<file path="src/hdl/cfrs_pkg.sv">
package cfrs_pkg;

  localparam int ADDR_W  = 17;
  localparam int GEN_W   = 8;
  localparam int FRAG_W  = 9;
  localparam int DONE_W  = 17;
  localparam int TOTAL_W = 16;
  localparam int ID_W    = 32;
  localparam int DELAY_W = 32;
  localparam int CFG_IDX_W  = 3;
  localparam int CFG_DATA_W = 17;

  // Flash layout of the stored image, in bytes
  localparam logic [ADDR_W-1:0] GEN_PREFIX_LEN    = ADDR_W'(4);
  localparam logic [FRAG_W-1:0] META_LEN          = FRAG_W'(7);
  localparam logic [ADDR_W-1:0] UPDATE_PREFIX_LEN = ADDR_W'(4);

  localparam logic [DELAY_W-1:0] MIN_PERIOD = DELAY_W'(100);

  typedef enum logic [1:0] {
    CMD_START = 2'd0,
    CMD_STOP  = 2'd1,
    CMD_TICK  = 2'd2
  } cmd_t;

  typedef enum logic [1:0] {
    ACT_NONE      = 2'd0,
    ACT_SEND_INIT = 2'd1,
    ACT_SEND_FRAG = 2'd2,
    ACT_SEND_TERM = 2'd3
  } action_t;

  typedef enum logic [CFG_IDX_W-1:0] {
    REG_FLASH_VALID      = 3'd0,
    REG_GENERATION_SIZE  = 3'd1,
    REG_REDUNDANCY_SIZE  = 3'd2,
    REG_TOTAL_FRAMES     = 3'd3,
    REG_GENERATION_TOTAL = 3'd4,
    REG_FRAME_BYTES      = 3'd5,
    REG_DATA_START_ADDR  = 3'd6
  } cfg_reg_t;

  typedef struct packed {
    logic [1:0]         action;
    logic [ADDR_W-1:0]  fragment_address;
    logic [GEN_W-1:0]   gen_index;
    logic [FRAG_W-1:0]  frag_index;
    logic [ID_W-1:0]    tx_dest_id;
    logic               tx_multicast;
    logic [2:0]         session_code;
    logic               status;
    logic [DELAY_W-1:0] timer_period;
    logic               timer_run;
  } result_t;

endpackage

</file>
<file path="src/hdl/cfrs_in_if.sv">
interface cfrs_in_if import cfrs_pkg::*; ();
  logic               valid;
  logic               ready;
  logic [1:0]         cmd;
  logic [ID_W-1:0]    dest_id;
  logic               multicast_flag;
  logic [DELAY_W-1:0] delay_ms;

  modport source (output valid, cmd, dest_id, multicast_flag, delay_ms, input ready);
  modport sink (input valid, cmd, dest_id, multicast_flag, delay_ms, output ready);
endinterface

</file>
<file path="src/hdl/cfrs_out_if.sv">
interface cfrs_out_if import cfrs_pkg::*; ();
  logic               valid;
  logic               ready;
  logic [1:0]         action;
  logic [ADDR_W-1:0]  fragment_address;
  logic [GEN_W-1:0]   gen_index;
  logic [FRAG_W-1:0]  frag_index;
  logic [ID_W-1:0]    tx_dest_id;
  logic               tx_multicast;
  logic [2:0]         session_code;
  logic               status;
  logic [DELAY_W-1:0] timer_period;
  logic               timer_run;

  modport source (output valid, action, fragment_address, gen_index, frag_index, tx_dest_id,
                  tx_multicast, session_code, status, timer_period, timer_run,
                  input ready);
  modport sink (input valid, action, fragment_address, gen_index, frag_index, tx_dest_id,
                tx_multicast, session_code, status, timer_period, timer_run,
                output ready);
endinterface

</file>
<file path="src/hdl/coded_fragment_replay_sequencer_unit.sv">
// Replay sequencer for coded fragments stored in flash.
// in_chan (valid/ready) carries commands: start (with destination id, multicast
// flag and timer delay), stop, and timer tick. Each accepted transaction yields
// exactly one result transaction on out_chan: the action to perform (none, send
// init, send fragment, send termination), the flash byte address of the
// fragment meta, generation and fragment indices, the latched destination, the
// session code after the step, a refusal status and the tick timer control.
// cfg_we/cfg_index/cfg_wdata write the image description registers; write them
// only while no transaction is in flight.
// The result of a taken command is held in the result register, or first in the
// skid register while out_chan stalls. Throughput: one command per cycle while
// the skid register is empty; the whole step (one 9x9 multiply, a few adds and
// compares) sits between the session registers and the result register.
// Receiver stall: a two-entry output stage (result register plus skid register)
// lets one more command in while a result waits; in_chan.ready drops only once
// the skid register is full. No result is lost or repeated.
// Reset (rst_n low, synchronous): session idle, all counters, latched values and
// configuration registers cleared, output stage empty.
module coded_fragment_replay_sequencer_unit import cfrs_pkg::*; (
  input  logic                  clk,
  input  logic                  rst_n,
  cfrs_in_if.sink               in_chan,
  cfrs_out_if.source            out_chan,
  input  logic                  cfg_we,
  input  logic [CFG_IDX_W-1:0]  cfg_index,
  input  logic [CFG_DATA_W-1:0] cfg_wdata
);

  typedef enum logic [2:0] {
    S_IDLE     = 3'd0,
    S_PRE_INIT = 3'd1,
    S_IN_GEN   = 3'd2,
    S_UPDATE   = 3'd3,
    S_PRE_TERM = 3'd4,
    S_POST_TERM = 3'd5
  } sess_t;

  // Configuration registers
  logic                flash_valid_r;
  logic [GEN_W-1:0]    generation_size_r;
  logic [GEN_W-1:0]    redundancy_size_r;
  logic [TOTAL_W-1:0]  total_frames_r;
  logic [GEN_W-1:0]    generation_total_r;
  logic [7:0]          frame_bytes_r;
  logic [ADDR_W-1:0]   data_start_addr_r;

  // Session state
  sess_t               session_r, session_nxt;
  logic [GEN_W-1:0]    gen_cnt_r, gen_cnt_nxt;
  logic [FRAG_W-1:0]   frag_cnt_r, frag_cnt_nxt;
  logic [DONE_W-1:0]   frames_done_r, frames_done_nxt;
  logic [ADDR_W-1:0]   gen_base_r, gen_base_nxt;
  logic [ID_W-1:0]     dest_r, dest_nxt;
  logic                mcast_r, mcast_nxt;
  logic [DELAY_W-1:0]  delay_r, delay_nxt;

  // Output stage
  logic    out_valid_r, skid_valid_r;
  result_t out_data_r, skid_data_r;
  result_t res;

  logic accept;
  assign in_chan.ready = !skid_valid_r;
  assign accept        = in_chan.valid && in_chan.ready;

  // Generation geometry
  logic [DONE_W-1:0]     left_full;
  logic [TOTAL_W-1:0]    left;
  logic [GEN_W-1:0]      base_cnt;
  logic [FRAG_W-1:0]     gen_frames;
  logic [FRAG_W-1:0]     stride;
  logic [FRAG_W-1:0]     mul_a;
  logic [2*FRAG_W-1:0]   prod;
  logic [ADDR_W-1:0]     frag_addr;
  logic [DONE_W:0]       done_sum;
  logic                  last_frag;
  logic                  more_gens;

  always_comb begin
    left_full  = DONE_W'(total_frames_r) - frames_done_r;
    left       = (DONE_W'(total_frames_r) > frames_done_r) ? left_full[TOTAL_W-1:0] : '0;
    base_cnt   = (TOTAL_W'(generation_size_r) <= left) ? generation_size_r : left[GEN_W-1:0];
    gen_frames = FRAG_W'(base_cnt) + FRAG_W'(redundancy_size_r);
    stride     = FRAG_W'(frame_bytes_r) + META_LEN;
    // Share one multiplier: fragment offset while sending, generation length
    // while moving to the next generation
    mul_a      = (session_r == S_UPDATE) ? gen_frames : frag_cnt_r;
    prod       = (2*FRAG_W)'(mul_a) * (2*FRAG_W)'(stride);
    frag_addr  = gen_base_r + GEN_PREFIX_LEN + prod[ADDR_W-1:0];
    done_sum   = (DONE_W+1)'(frames_done_r) + (DONE_W+1)'(generation_size_r);
    last_frag  = ((FRAG_W+1)'(frag_cnt_r) + (FRAG_W+1)'(1)) >= (FRAG_W+1)'(gen_frames);
    more_gens  = ((GEN_W+1)'(gen_cnt_r) + (GEN_W+1)'(1)) < (GEN_W+1)'(generation_total_r);
  end

  // One step of the session
  always_comb begin
    logic sent_frag;
    logic run;
    sent_frag       = 1'b0;
    session_nxt     = session_r;
    gen_cnt_nxt     = gen_cnt_r;
    frag_cnt_nxt    = frag_cnt_r;
    frames_done_nxt = frames_done_r;
    gen_base_nxt    = gen_base_r;
    dest_nxt        = dest_r;
    mcast_nxt       = mcast_r;
    delay_nxt       = delay_r;
    res             = '0;
    res.action      = ACT_NONE;
    run             = (session_r != S_IDLE);

    case (in_chan.cmd)
      CMD_START: begin
        if (!flash_valid_r) begin
          res.status = 1'b1;
        end else begin
          dest_nxt        = in_chan.dest_id;
          mcast_nxt       = in_chan.multicast_flag;
          delay_nxt       = in_chan.delay_ms;
          session_nxt     = S_PRE_INIT;
          gen_cnt_nxt     = '0;
          frag_cnt_nxt    = '0;
          frames_done_nxt = '0;
          gen_base_nxt    = data_start_addr_r;
          run             = 1'b1;
        end
      end
      CMD_STOP: begin
        session_nxt = S_PRE_TERM;
        run         = 1'b0;
      end
      CMD_TICK: begin
        unique case (session_r)
          S_PRE_INIT: begin
            res.action  = ACT_SEND_INIT;
            session_nxt = S_IN_GEN;
          end
          S_IN_GEN: begin
            res.action           = ACT_SEND_FRAG;
            res.fragment_address = frag_addr;
            sent_frag            = 1'b1;
            if (last_frag) begin
              session_nxt = more_gens ? S_UPDATE : S_PRE_TERM;
            end else begin
              frag_cnt_nxt = frag_cnt_r + FRAG_W'(1);
            end
          end
          S_UPDATE: begin
            gen_base_nxt    = gen_base_r + GEN_PREFIX_LEN + prod[ADDR_W-1:0] +
                              UPDATE_PREFIX_LEN;
            frames_done_nxt = done_sum[DONE_W] ? '1 : done_sum[DONE_W-1:0];
            gen_cnt_nxt     = gen_cnt_r + GEN_W'(1);
            frag_cnt_nxt    = '0;
            session_nxt     = S_IN_GEN;
          end
          S_PRE_TERM: begin
            res.action  = ACT_SEND_TERM;
            session_nxt = S_POST_TERM;
          end
          default: begin
            session_nxt = S_IDLE;
          end
        endcase
        run = (session_nxt != S_IDLE);
      end
      default: begin
      end
    endcase

    // Indices report the sent fragment, else the counters after the step
    res.gen_index    = sent_frag ? gen_cnt_r : gen_cnt_nxt;
    res.frag_index   = sent_frag ? frag_cnt_r : frag_cnt_nxt;
    res.tx_dest_id   = dest_nxt;
    res.tx_multicast = mcast_nxt;
    res.session_code = session_nxt;
    res.timer_period = (delay_nxt > MIN_PERIOD) ? delay_nxt : MIN_PERIOD;
    res.timer_run    = run;
  end

  // Configuration writes
  always_ff @(posedge clk) begin
    if (!rst_n) begin
      flash_valid_r      <= 1'b0;
      generation_size_r  <= '0;
      redundancy_size_r  <= '0;
      total_frames_r     <= '0;
      generation_total_r <= '0;
      frame_bytes_r      <= '0;
      data_start_addr_r  <= '0;
    end else if (cfg_we) begin
      unique case (cfg_index)
        REG_FLASH_VALID:      flash_valid_r      <= cfg_wdata[0];
        REG_GENERATION_SIZE:  generation_size_r  <= cfg_wdata[GEN_W-1:0];
        REG_REDUNDANCY_SIZE:  redundancy_size_r  <= cfg_wdata[GEN_W-1:0];
        REG_TOTAL_FRAMES:     total_frames_r     <= cfg_wdata[TOTAL_W-1:0];
        REG_GENERATION_TOTAL: generation_total_r <= cfg_wdata[GEN_W-1:0];
        REG_FRAME_BYTES:      frame_bytes_r      <= cfg_wdata[7:0];
        REG_DATA_START_ADDR:  data_start_addr_r  <= cfg_wdata[ADDR_W-1:0];
        default: begin
        end
      endcase
    end
  end

  // Session state: advance on every accepted transaction
  always_ff @(posedge clk) begin
    if (!rst_n) begin
      session_r     <= S_IDLE;
      gen_cnt_r     <= '0;
      frag_cnt_r    <= '0;
      frames_done_r <= '0;
      gen_base_r    <= '0;
      dest_r        <= '0;
      mcast_r       <= 1'b0;
      delay_r       <= '0;
    end else if (accept) begin
      session_r     <= session_nxt;
      gen_cnt_r     <= gen_cnt_nxt;
      frag_cnt_r    <= frag_cnt_nxt;
      frames_done_r <= frames_done_nxt;
      gen_base_r    <= gen_base_nxt;
      dest_r        <= dest_nxt;
      mcast_r       <= mcast_nxt;
      delay_r       <= delay_nxt;
    end
  end

  // Output stage: result register backed by a skid register
  always_ff @(posedge clk) begin
    if (!rst_n) begin
      out_valid_r  <= 1'b0;
      skid_valid_r <= 1'b0;
    end else if (!out_valid_r || out_chan.ready) begin
      if (skid_valid_r) begin
        out_valid_r  <= 1'b1;
        skid_valid_r <= 1'b0;
      end else begin
        out_valid_r <= accept;
      end
    end else if (accept) begin
      skid_valid_r <= 1'b1;
    end
  end

  // Payload: no reset needed
  always_ff @(posedge clk) begin
    if (!out_valid_r || out_chan.ready) begin
      if (skid_valid_r) begin
        out_data_r <= skid_data_r;
      end else if (accept) begin
        out_data_r <= res;
      end
    end else if (accept) begin
      skid_data_r <= res;
    end
  end

  assign out_chan.valid            = out_valid_r;
  assign out_chan.action           = out_data_r.action;
  assign out_chan.fragment_address = out_data_r.fragment_address;
  assign out_chan.gen_index        = out_data_r.gen_index;
  assign out_chan.frag_index       = out_data_r.frag_index;
  assign out_chan.tx_dest_id       = out_data_r.tx_dest_id;
  assign out_chan.tx_multicast     = out_data_r.tx_multicast;
  assign out_chan.session_code     = out_data_r.session_code;
  assign out_chan.status           = out_data_r.status;
  assign out_chan.timer_period     = out_data_r.timer_period;
  assign out_chan.timer_run        = out_data_r.timer_run;

endmodule
</file>
<file path="src/flat_wrapper.sv">
// flat-port wrapper written by rule: the top's interface ports become plain ports
module coded_fragment_replay_sequencer_unit_flat import cfrs_pkg::*;
  (clk, rst_n, cfg_we, cfg_index, cfg_wdata, in_chan_valid, in_chan_cmd, in_chan_dest_id, in_chan_multicast_flag, in_chan_delay_ms, in_chan_ready, out_chan_valid, out_chan_action, out_chan_fragment_address, out_chan_gen_index, out_chan_frag_index, out_chan_tx_dest_id, out_chan_tx_multicast, out_chan_session_code, out_chan_status, out_chan_timer_period, out_chan_timer_run, out_chan_ready);
  cfrs_in_if in_chan_i ();
  cfrs_out_if out_chan_i ();
  input  logic clk;
  input  logic rst_n;
  input  logic cfg_we;
  input  logic [CFG_IDX_W-1:0] cfg_index;
  input  logic [CFG_DATA_W-1:0] cfg_wdata;
  input wire logic [$bits(in_chan_i.valid)-1:0] in_chan_valid;
  input wire logic [$bits(in_chan_i.cmd)-1:0] in_chan_cmd;
  input wire logic [$bits(in_chan_i.dest_id)-1:0] in_chan_dest_id;
  input wire logic [$bits(in_chan_i.multicast_flag)-1:0] in_chan_multicast_flag;
  input wire logic [$bits(in_chan_i.delay_ms)-1:0] in_chan_delay_ms;
  output wire logic [$bits(in_chan_i.ready)-1:0] in_chan_ready;
  output wire logic [$bits(out_chan_i.valid)-1:0] out_chan_valid;
  output wire logic [$bits(out_chan_i.action)-1:0] out_chan_action;
  output wire logic [$bits(out_chan_i.fragment_address)-1:0] out_chan_fragment_address;
  output wire logic [$bits(out_chan_i.gen_index)-1:0] out_chan_gen_index;
  output wire logic [$bits(out_chan_i.frag_index)-1:0] out_chan_frag_index;
  output wire logic [$bits(out_chan_i.tx_dest_id)-1:0] out_chan_tx_dest_id;
  output wire logic [$bits(out_chan_i.tx_multicast)-1:0] out_chan_tx_multicast;
  output wire logic [$bits(out_chan_i.session_code)-1:0] out_chan_session_code;
  output wire logic [$bits(out_chan_i.status)-1:0] out_chan_status;
  output wire logic [$bits(out_chan_i.timer_period)-1:0] out_chan_timer_period;
  output wire logic [$bits(out_chan_i.timer_run)-1:0] out_chan_timer_run;
  input wire logic [$bits(out_chan_i.ready)-1:0] out_chan_ready;
  assign in_chan_i.valid = in_chan_valid;
  assign in_chan_i.cmd = in_chan_cmd;
  assign in_chan_i.dest_id = in_chan_dest_id;
  assign in_chan_i.multicast_flag = in_chan_multicast_flag;
  assign in_chan_i.delay_ms = in_chan_delay_ms;
  assign in_chan_ready = in_chan_i.ready;
  assign out_chan_valid = out_chan_i.valid;
  assign out_chan_action = out_chan_i.action;
  assign out_chan_fragment_address = out_chan_i.fragment_address;
  assign out_chan_gen_index = out_chan_i.gen_index;
  assign out_chan_frag_index = out_chan_i.frag_index;
  assign out_chan_tx_dest_id = out_chan_i.tx_dest_id;
  assign out_chan_tx_multicast = out_chan_i.tx_multicast;
  assign out_chan_session_code = out_chan_i.session_code;
  assign out_chan_status = out_chan_i.status;
  assign out_chan_timer_period = out_chan_i.timer_period;
  assign out_chan_timer_run = out_chan_i.timer_run;
  assign out_chan_i.ready = out_chan_ready;
  coded_fragment_replay_sequencer_unit u_core (.clk(clk), .rst_n(rst_n), .in_chan(in_chan_i), .out_chan(out_chan_i), .cfg_we(cfg_we), .cfg_index(cfg_index), .cfg_wdata(cfg_wdata));
endmodule
</file>
<file path="config.mk">
export PLATFORM = sky130hd
export DESIGN_NAME = coded_fragment_replay_sequencer_unit_flat
export DESIGN_NICKNAME = d
export VERILOG_FILES = /design/src/hdl/cfrs_pkg.sv /design/src/hdl/cfrs_in_if.sv /design/src/hdl/cfrs_out_if.sv /design/src/hdl/coded_fragment_replay_sequencer_unit.sv /design/src/flat_wrapper.sv
export SDC_FILE = /design/constraint.sdc
export NUM_CORES = 1
export LEC_CHECK = 0
export BUFFER_PORTS_ARGS = -buffer_cell sky130_fd_sc_hd__buf_4
export CAP_MARGIN = 30
export CORE_MARGIN = 2
export CORE_UTILIZATION = 30
export CTS_CLUSTER_DIAMETER = 200
export CTS_CLUSTER_SIZE = 10
export DETAILED_ROUTE_END_ITERATION = 6
export GPL_TIMING_DRIVEN = 1
export PLACE_DENSITY = 0.45
export SYNTH_ARGS = -nofsm -noshare
export SYNTH_HDL_FRONTEND = slang
export SYNTH_SLANG_ARGS = --single-unit
</file>
<file path="constraint.sdc">
create_clock -name clk -period 13.9 [get_ports clk]
set_input_delay 4.17 -clock clk [delete_from_list [all_inputs] [get_ports clk]]
set_output_delay 4.17 -clock clk [all_outputs]
set_load 0.1 [all_outputs]
</file>
# Word level (Yosys, flattened, before mapping)
# Cells that the tools add are included.
# totals
reg_bits	399
elab_cells	136
output_inout_bits	108
# op_classes
eq_ne	14
mux	44
bitwise	2
mul	1
reduce_logical	22
addsub	11
order_cmp	5
# ops
operator	count
$mux W106	2
$mux W32	5
$mux W17	6
$pmux W17 S2	2
$mux W9	4
$pmux W9 S2	2
$add A17 B3 Y17 const B	2
$gt A32 B7 Y1 const B	1
$mux W8	4
$mux W19	1
$add A17 B8 Y18	1
$pmux W3 S3	2
$reduce_and A2 Y1	9
$add A17 B17 Y17	1
$gt A16 B17 Y1	1
$mul A9 B9 Y17	1
$le A8 B16 Y1	1
$mux W16	1
$pmux W8 S2	1
$sub A16 B16 Y16	1
$eq A3 B2 Y1 const B	4
$eq A3 B3 Y1 const B	4
$mux W3	4
$add A9 B1 Y10 const B	1
24 further kinds	38

# Logic depth before layout (Yosys ltp)
# Gate-level depths: netlist (run 1).
# logic_depth
ltp_word	13
ltp_mapped	48

# Least setup slack after synthesis (run 1)
# No wires, ideal clock.
# synth_timing
path_kind	flip-flop to flip-flop
start	register u_core.frames_done_r[1]
end	register u_core.gen_base_r[14]
synth_period_minus_slack_ns	10.099
path_stages_with_launch	49
arrival_time_ns	9.981
t_required_ns	13.782
slack_ns	3.801
path_buffers	2
path_cell_list	dfxtp_1 inv_1 ha_1 nor2b_1 o31a_1 o21ai_1 a211oi_1 nor2_1 o21ai_1 nand2_1 ha_1 nor2b_1 o21ai_0 a21o_1 a21oi_1 nand3_1 a211oi_1 o2111ai_1 [13 not listed] fa_1 inv_1 fa_1 inv_1 fa_1 inv_1 fa_1 inv_1 ha_1 clkbuf_1 or4_1 o21ai_0 a31oi_1 xor2_1 nand4b_4 nor4_4 mux2i_1 o21ai_1
# synth_between
elab_chain_cells	11
# synth_rtl
element	line_no	text
from (decl)	coded_fragment_replay_sequencer_unit.sv:51	logic [DONE_W-1:0] frames_done_r, frames_done_nxt;
from (signal assigned)	coded_fragment_replay_sequencer_unit.sv:220	frames_done_r <= frames_done_nxt;
$sub A16 B16 Y16 or $gt A16 B17 Y1 (tied branches)	coded_fragment_replay_sequencer_unit.sv:80, coded_fragment_replay_sequencer_unit.sv:81	
$mux W16 *	coded_fragment_replay_sequencer_unit.sv:81	left = (DONE_W'(total_frames_r) > frames_done_r) ? left_full[TOTAL_W-1:0] : '0;
$le A8 B16 Y1	coded_fragment_replay_sequencer_unit.sv:82	base_cnt = (TOTAL_W'(generation_size_r) <= left) ? generation_size_r : left[GEN_W-1:0];
$mux W8 *	coded_fragment_replay_sequencer_unit.sv:82	
$add A8 B8 Y9 *	coded_fragment_replay_sequencer_unit.sv:83	gen_frames = FRAG_W'(base_cnt) + FRAG_W'(redundancy_size_r);
$mux W9 *	coded_fragment_replay_sequencer_unit.sv:87	mul_a = (session_r == S_UPDATE) ? gen_frames : frag_cnt_r;
$mul A9 B9 Y17 *	coded_fragment_replay_sequencer_unit.sv:88	prod = (2*FRAG_W)'(mul_a) * (2*FRAG_W)'(stride);
$add A17 B17 Y17 *	coded_fragment_replay_sequencer_unit.sv:149	gen_base_nxt = gen_base_r + GEN_PREFIX_LEN + prod[ADDR_W-1:0] +
$add A17 B3 Y17 *	coded_fragment_replay_sequencer_unit.sv:149	
$mux W17 *	coded_fragment_replay_sequencer_unit.sv:133	unique case (session_r)
$pmux W17 S2 *	coded_fragment_replay_sequencer_unit.sv:112	case (in_chan.cmd)
to (signal assigned)	coded_fragment_replay_sequencer_unit.sv:221	gen_base_r <= gen_base_nxt;
to (decl)	coded_fragment_replay_sequencer_unit.sv:52	logic [ADDR_W-1:0] gen_base_r, gen_base_nxt;
# Mark *: on every way between the ends. The rest lies on a longest branch, timed or not. The select of a mux whose other input is x is not followed.
# A chain may end at the register's enable or synchronous reset.

# Worst setup path in the final report (run 1)
# Same ends and word-level chain as after synthesis.

==> reports/metrics.cfg, run 1 <==
[timing]
min_period_ns = 11.78
timing_hold_violations_final = 0
report.final.slew_viol_count = 0
unrepaired_setup_endpoints_after_global_routing = no
slew_headroom = 0.306
holdWs_ns = 0.456
highest_attainable_clock_frequency_ghz = 0.0849
final_min_period_over_clock_period = 0.848
setup_viol_count_final = 0
timing_worst_slew_pin_value_ns = 1.03
final_setup_tns_ns = 0
timing.clock.skew_ns = 0.0259

[global_route]
grt_first_pass_wirelength_um = 104000
use_met1 = 0.235
gr-usage-all-layers = 0.170
maximum_number_of_pins_on_one_net_before_global_route_repair = 77
grtUsageMet2 = 0.281
grt-ovfl-total = 0
global_routing_usage_on_met3 = 0.0224
grt.busiest_layer = met2
antenna_found_initial = 1
grt_pass1_vias = 17500

[floorplanning]
floorplan.die_area_um2 = 76200
die_y_um = 276
top_level_ports = 200
die_w_um = 276
design.core.area_um2 = 73100
floorplan.rows = 99
start_util = 0.304

[clock_tree]
clock_sinks = 399
cts_tree = done
cts_setup_buffers = 0
cts.root.buffer_cell = clkbuf_16
worstSkewPairLatency_ns = 0.59
cts_buffer_depth = 3
tritoncts.num_buffers = 45
clkSlewWorstSetupHoldPaths_ns = 0.06
cts.htree.levels = 2
cts-hold-fix-buffers = 0
postCtsResizedCells = 0

[hold_path]
worstHoldPathType = reg -> reg

[synthesis]
syn-mean-instance-area_um2 = 9.64
most_instantiated_library_cell_after_synthesis = nand2_1
post_synth_edffs = 212
synth_top_family_by_area = simple AND/OR/NAND/NOR gates
synth_fa_ha_area_frac = 0.117
netlist.top_cell.by_area = edfxtp_1
synth_top_cell_area_share = 0.287
synth_top_cells_by_area = edfxtp_1, dfxtp_1, nand2_1
syn-num-nets = 2563
yosys_register_bits = 399
netlist-cell-type-count = 77
synth_top_flop_cell = edfxtp_1
synth_commonest_cells = nand2_1, nor2_1, edfxtp_1
seq_area_frac_synth = 0.455
synth_compound_gate_area_share = 0.102
netlist_area_um2 = 22200
yosys-mux-area-fraction = 0.0715
synth_cells = 2303
yosys.area_share.xor_xnor = 0.0236
simple_gate_portion_of_the_synthesized_area = 0.185
ys_async_sr_fraction = 0
yosysWarnings = 0

[layout]
number_of_inserted_diodes = 0
post_route_core_utilization = 0.356
post_route_cells_drive_above_1_share = 0.170
final-instance-count-excl-fill = 3460
layout-area-overhead-vs-synth_pct = 17.3
num-nets-final = 2732

[placed_design]
dp_hpwl_um = 46900
io_buffer_count = 199
globalplace.congestion = 0.875
placedCellCount = 3382

[worst_setup_path]
critical-path-slowest-cell = o21ai_0
worst_ep_required_time_ns = 14.38
path_class = reg -> reg
r2r_slack_ns = 2.12
worst_path_dominant_cell_family = adder cells
cp-start-kind = flip-flop
crit_fanout = 10
path_common_cell = inv_1
timing.critical_path.buf_inv = 8
cpPeakStageDelay_ns = 0.59
worst-endpoint-arrival_ns = 12.26
timing.critical_path.to_type = flip-flop

[routing]
detail_route.wirelength_um = 65100
route.vias.total = 17100
ant_nets = 0
vias_per_cell = 4.93
final_routed_drc_violation_total = 21
wl_per_cell_um = 18.8
drtPass1Iterations = 7
drtIter0Drc = 1037

[outcome]
violations = design-rule violations
run_status = complete, but fails checks

[power]
total_leakage_power_nw = 10.7
vdd_drop_max_mv = 0.100
pwr_dens_nw_per_um2 = 109

[flow_run]
maxCapViolCount = 0

-- worst register-to-register path: cells and delay by family (launching register included) --
kind	cells	cell delay, ns
compound gates	14	3.22
flops	1	0.36
xor+xnor	2	0.67
mux	2	0.47
buf+inv	8	0.74
fa+ha+maj	10	4.05
simple gates	11	2.22
-- per-stage QoR --
step	setup slack, ns	instance area [um2]	total power (W)
floorplan	3.80	22200	0.00165
global placement	2.28	24700	0.00177
detailed placement	2.19	24700	0.00177
CTS	2.14	26000	0.00289
global route	1.21	26000	0.00297
finish	2.12	26000	0.00284
-- worst paths after layout --
path,from,to,depth (start not counted)
setup / recovery,u_core.frames_done_r[1]$_SDFFE_PN0P_,u_core.gen_base_r[14]$_SDFFE_PN0P_,47
hold / removal,u_core.generation_total_r[2]$_SDFFE_PN0P_,u_core.generation_total_r[2]$_SDFFE_PN0P_,2
setup reg to reg,u_core.frames_done_r[1]$_SDFFE_PN0P_,u_core.gen_base_r[14]$_SDFFE_PN0P_,47
hold reg to reg,u_core.generation_total_r[2]$_SDFFE_PN0P_,u_core.generation_total_r[2]$_SDFFE_PN0P_,2
-- cells in the final DEF (no fill, tap or decap), types with 45 or more instances in the layout --
| cell type | count |
|---|---|
| fa_1 | 65 |
| buf_4 | 220 |
| a21oi_1 | 120 |
| nor2_1 | 262 |
| dfxtp_1 | 187 |
| mux2_2 | 106 |
| o21ai_0 | 56 |
| inv_1 | 158 |
| edfxtp_1 | 212 |
| ha_1 | 103 |
| clkbuf_16 | 45 |
| nand2_1 | 362 |
| nor3_1 | 80 |
-- metal layers --
metal  vias up  part of all wire
li1       8284                 -
met1      8335              0.47
met2       373              0.46
met3        72             0.047
met4         0             0.021
met5         -                 0
-- state kept, by name (all words and copies together) (netlist names), 9 cells and up --
signal	count
u_core.data_start_addr_r	17
u_core.dest_r	32
u_core.out_chan.tx_dest_id	32
u_core.delay_r	32
u_core.gen_base_r	17
u_core.frag_cnt_r	9
u_core.out_chan.frag_index	9
u_core.out_chan.fragment_address	17
u_core.skid_data_r	106
u_core.frames_done_r	17
u_core.out_chan.timer_period	32
u_core.total_frames_r	16
-- layout make-up --
type                       count  area (um2)
clock buffer                  74        1230
clock inverter                 2        46.3
fill                        7412       47000
inverter                     160         606
multi-input combinational   1642       11100
sequential                   399       10100
tap                          959        1200
timing repair buffer         224        1720
-- power by group --
group	internal, W	switching [W]
combinational	0.000112	0.000318
clock	0.000604	0.000488
sequential	0.00130	0.0000212
-- cells by family (layout without fill, tap and decap cells) --
| group | after synthesis | after routing |
|---|---|---|
| adders and majority gates | 168 | 168 |
| and+or+nand+nor | 915 | 915 |
| buffers and inverters | 262 | 460 |
| muxes | 145 | 145 |
| DFF | 399 | 399 |
| xor gates and xnor gates | 59 | 59 |
| AOI/OAI and AO/OA | 355 | 355 |
Power figures use the tool's default switching activity.
==> run 2, diff against run 1 <==
--- a/config.mk
+++ b/config.mk
@@ -13,7 +13,7 @@
 export CTS_CLUSTER_SIZE = 10
 export DETAILED_ROUTE_END_ITERATION = 6
 export GPL_TIMING_DRIVEN = 1
-export PLACE_DENSITY = 0.45
+export PLACE_DENSITY = 0.47
 export SYNTH_ARGS = -nofsm -noshare
 export SYNTH_HDL_FRONTEND = slang
 export SYNTH_SLANG_ARGS = --single-unit
==> constraint.sdc (replaced) <==
create_clock -name clk -period 10.38 [get_ports clk]
set_input_delay 3.114 -clock clk [delete_from_list [all_inputs] [get_ports clk]]
set_output_delay 3.114 -clock clk [all_outputs]
set_load 0.1 [all_outputs]
==> run 2 against run 1 <==
  * The run still ends with design-rule violations left
  * Setup slack worse by 1.8 ns
  * Hold slack got worse by 0.0033 ns
  * First-iteration DRC count fell by 8.8%
  * Sequential cell count stayed put
  * Fmax grew 17%
  * Non-clock buffer count increased by 114
==> reports/metrics.cfg, run 2 (synthesis results as in run 1) <==
[power]
internal-power_w = 0.00272
total_leakage_power_nw = 11.3
vdd_drop_max_mv = 0.101
sw_frac_of_total = 0.289
pwr_dens_nw_per_um2 = 139
share_comb_of_total_power = 0.157
pwr-share-clk = 0.382
sequentialPowerShare = 0.461
power.switching_w = 0.00111

[worst_setup_path]
timing.critical_path.to_type = flip-flop
worst_ep_required_time_ns = 10.88
worst-endpoint-arrival_ns = 10.54
worstRegToRegCells = 49
critical-path-slowest-cell = fa_1
cpPeakStageDelay_ns = 0.53
path_common_cell = buf_4
crit_fanout = 8
cp-start-kind = flip-flop
path_class = reg -> reg

[layout]
post_route_cells_drive_above_1_share = 0.243
nFillCells = 7330
final_cell_area_um2 = 27500
layout_commonest_cell = nand2_1
layout-area-overhead-vs-synth_pct = 23.9
number_of_inserted_diodes = 0
number_of_flip_flops_in_the_largest_register = 106
final-instance-count-excl-fill = 3572
largest_register = u_core.skid_data_r
final_cell_mix = nand2_1, buf_4, nor2_1
num-nets-final = 2846

[timing]
slew_headroom = 0.365
timing_worst_slew_pin_value_ns = 0.949
timing_hold_violations_final = 0
setup_ws_ns = 0.344
min_period_ns = 10.04
highest_attainable_clock_frequency_ghz = 0.0996
holdWs_ns = 0.452
final_min_period_over_clock_period = 0.967
report.final.slew_viol_count = 0
setup_viol_count_final = 0
timing.clock.skew_ns = 0.0230

[outcome]
violations = design-rule violations
run_status = complete, but fails checks

[global_route]
grt-ovfl-total = 0
antenna_found_initial = 1
grt_first_pass_wirelength_um = 104000
gr-usage-all-layers = 0.171
grt_pass1_vias = 17900
maximum_number_of_pins_on_one_net_before_global_route_repair = 77

[routing]
ant_nets = 0
vias_per_cell = 4.90
drtPass1Iterations = 6
wl_per_cell_um = 18.7
route.vias.total = 17500
drtIter0Drc = 946
detail_route.wirelength_um = 66700
final_routed_drc_violation_total = 21

[clock_tree]
cts-hold-fix-buffers = 0
worstSkewPairLatency_ns = 0.59
cts_buffer_depth = 3
cts.htree.levels = 2
cts_tree = done
cts.root.buffer_cell = clkbuf_16
clkSlewWorstSetupHoldPaths_ns = 0.07
clock_sinks = 399
tritoncts.num_buffers = 45

[placed_design]
dp_hpwl_um = 48200
placement.cell_area_um2 = 25500
placedCellCount = 3488
globalplace.congestion = 0.905
io_buffer_count = 199
placement.setup.worst_slack_ns = -0.185

[floorplanning]
top_level_ports = 200
floorplan.rows = 99
die_w_um = 276
design.core.area_um2 = 73100
floorplan.die_area_um2 = 76200
die_y_um = 276
start_util = 0.304

[hold_path]
min_delay_path_depth = 2
worstHoldPathType = reg -> reg

[flow_run]
maxCapViolCount = 0

run 2: cell count changes in the layout (fill, tap and decap cells not counted), moves of 6 or more:
cell and delta:
ha_4 +20, a21oi_2 +8, dfxtp_1 -12, buf_4 +111
dfxtp_2 +11, ha_1 -24, o21ai_0 -7, nand2_1 -6
a21oi_1 -9
run 2: layer usage:
layer  share of wire  GRT usage  vias up
met3           0.040     0.0227       57
met2            0.47      0.287      344
li1                -          -     8522
met1            0.48      0.239     8562
met5               0          0        -
met4           0.014     0.0312        0
run 2: timing repair:
action	CTS	global route
gates resized for setup	12	110
setup endpoints to repair	12	30
buffers inserted	3	7
pin swaps	4	45
run 2: power groups by stage:
stage	Sequential, W	Clock [W]	Combinational (W)
after floorplan	0.00202	0	0.000191
after CTS	0.00176	0.00153	0.000593
after global placement	0.00180	0	0.000585
after global routing	0.00177	0.00158	0.000638
final	0.00176	0.00146	0.000600
after detailed placement	0.00180	0	0.000590
run 2: critical path: cells and delay by family (launching register included):
family / cells / cell delay, ns
adder cells (fa/ha/maj): 9 / 3.26
AO/OA/AOI/OAI: 20 / 3.80
flip-flops: 1 / 0.36
XOR/XNOR: 1 / 0.13
AND/OR/NAND/NOR: 7 / 0.80
multiplexers: 1 / 0.19
buffers and inverters: 11 / 1.41
run 2: metrics by stage:
stage / power [W] / util / setup TNS, ns
after floorplan: 0.00221 / - / 0
after global placement: 0.00238 / 0.349 / -0.0530
after detailed placement: 0.00239 / 0.349 / -0.890
after CTS: 0.00388 / 0.368 / 0
after global routing: 0.00398 / 0.376 / -0.0575
final: 0.00383 / 0.376 / 0
run 2: final timing paths:
kind / start / end / slack (ns)
hold / removal: u_core.gen_base_r[14]$_SDFFE_PN0P_ / u_core.gen_base_r[14]$_SDFFE_PN0P_ / 0.45
setup / recovery: u_core.total_frames_r[1]$_SDFFE_PN0P_ / u_core.gen_base_r[16]$_SDFFE_PN0P_ / 0.34
setup reg to reg: u_core.total_frames_r[1]$_SDFFE_PN0P_ / u_core.gen_base_r[16]$_SDFFE_PN0P_ / 0.34
hold reg to reg: u_core.gen_base_r[14]$_SDFFE_PN0P_ / u_core.gen_base_r[14]$_SDFFE_PN0P_ / 0.45
run 2: area by class of cell:
type	count	area, um2	area share
well taps	959	1200	0.0436
flip-flops and latches	399	10100	0.368
inverters	160	606	0.0220
clock buffers	72	1250	0.0454
clock inverters	2	36.3	0.00132
repair buffers	338	2590	0.0941
multi-input cells	1642	11700	0.425
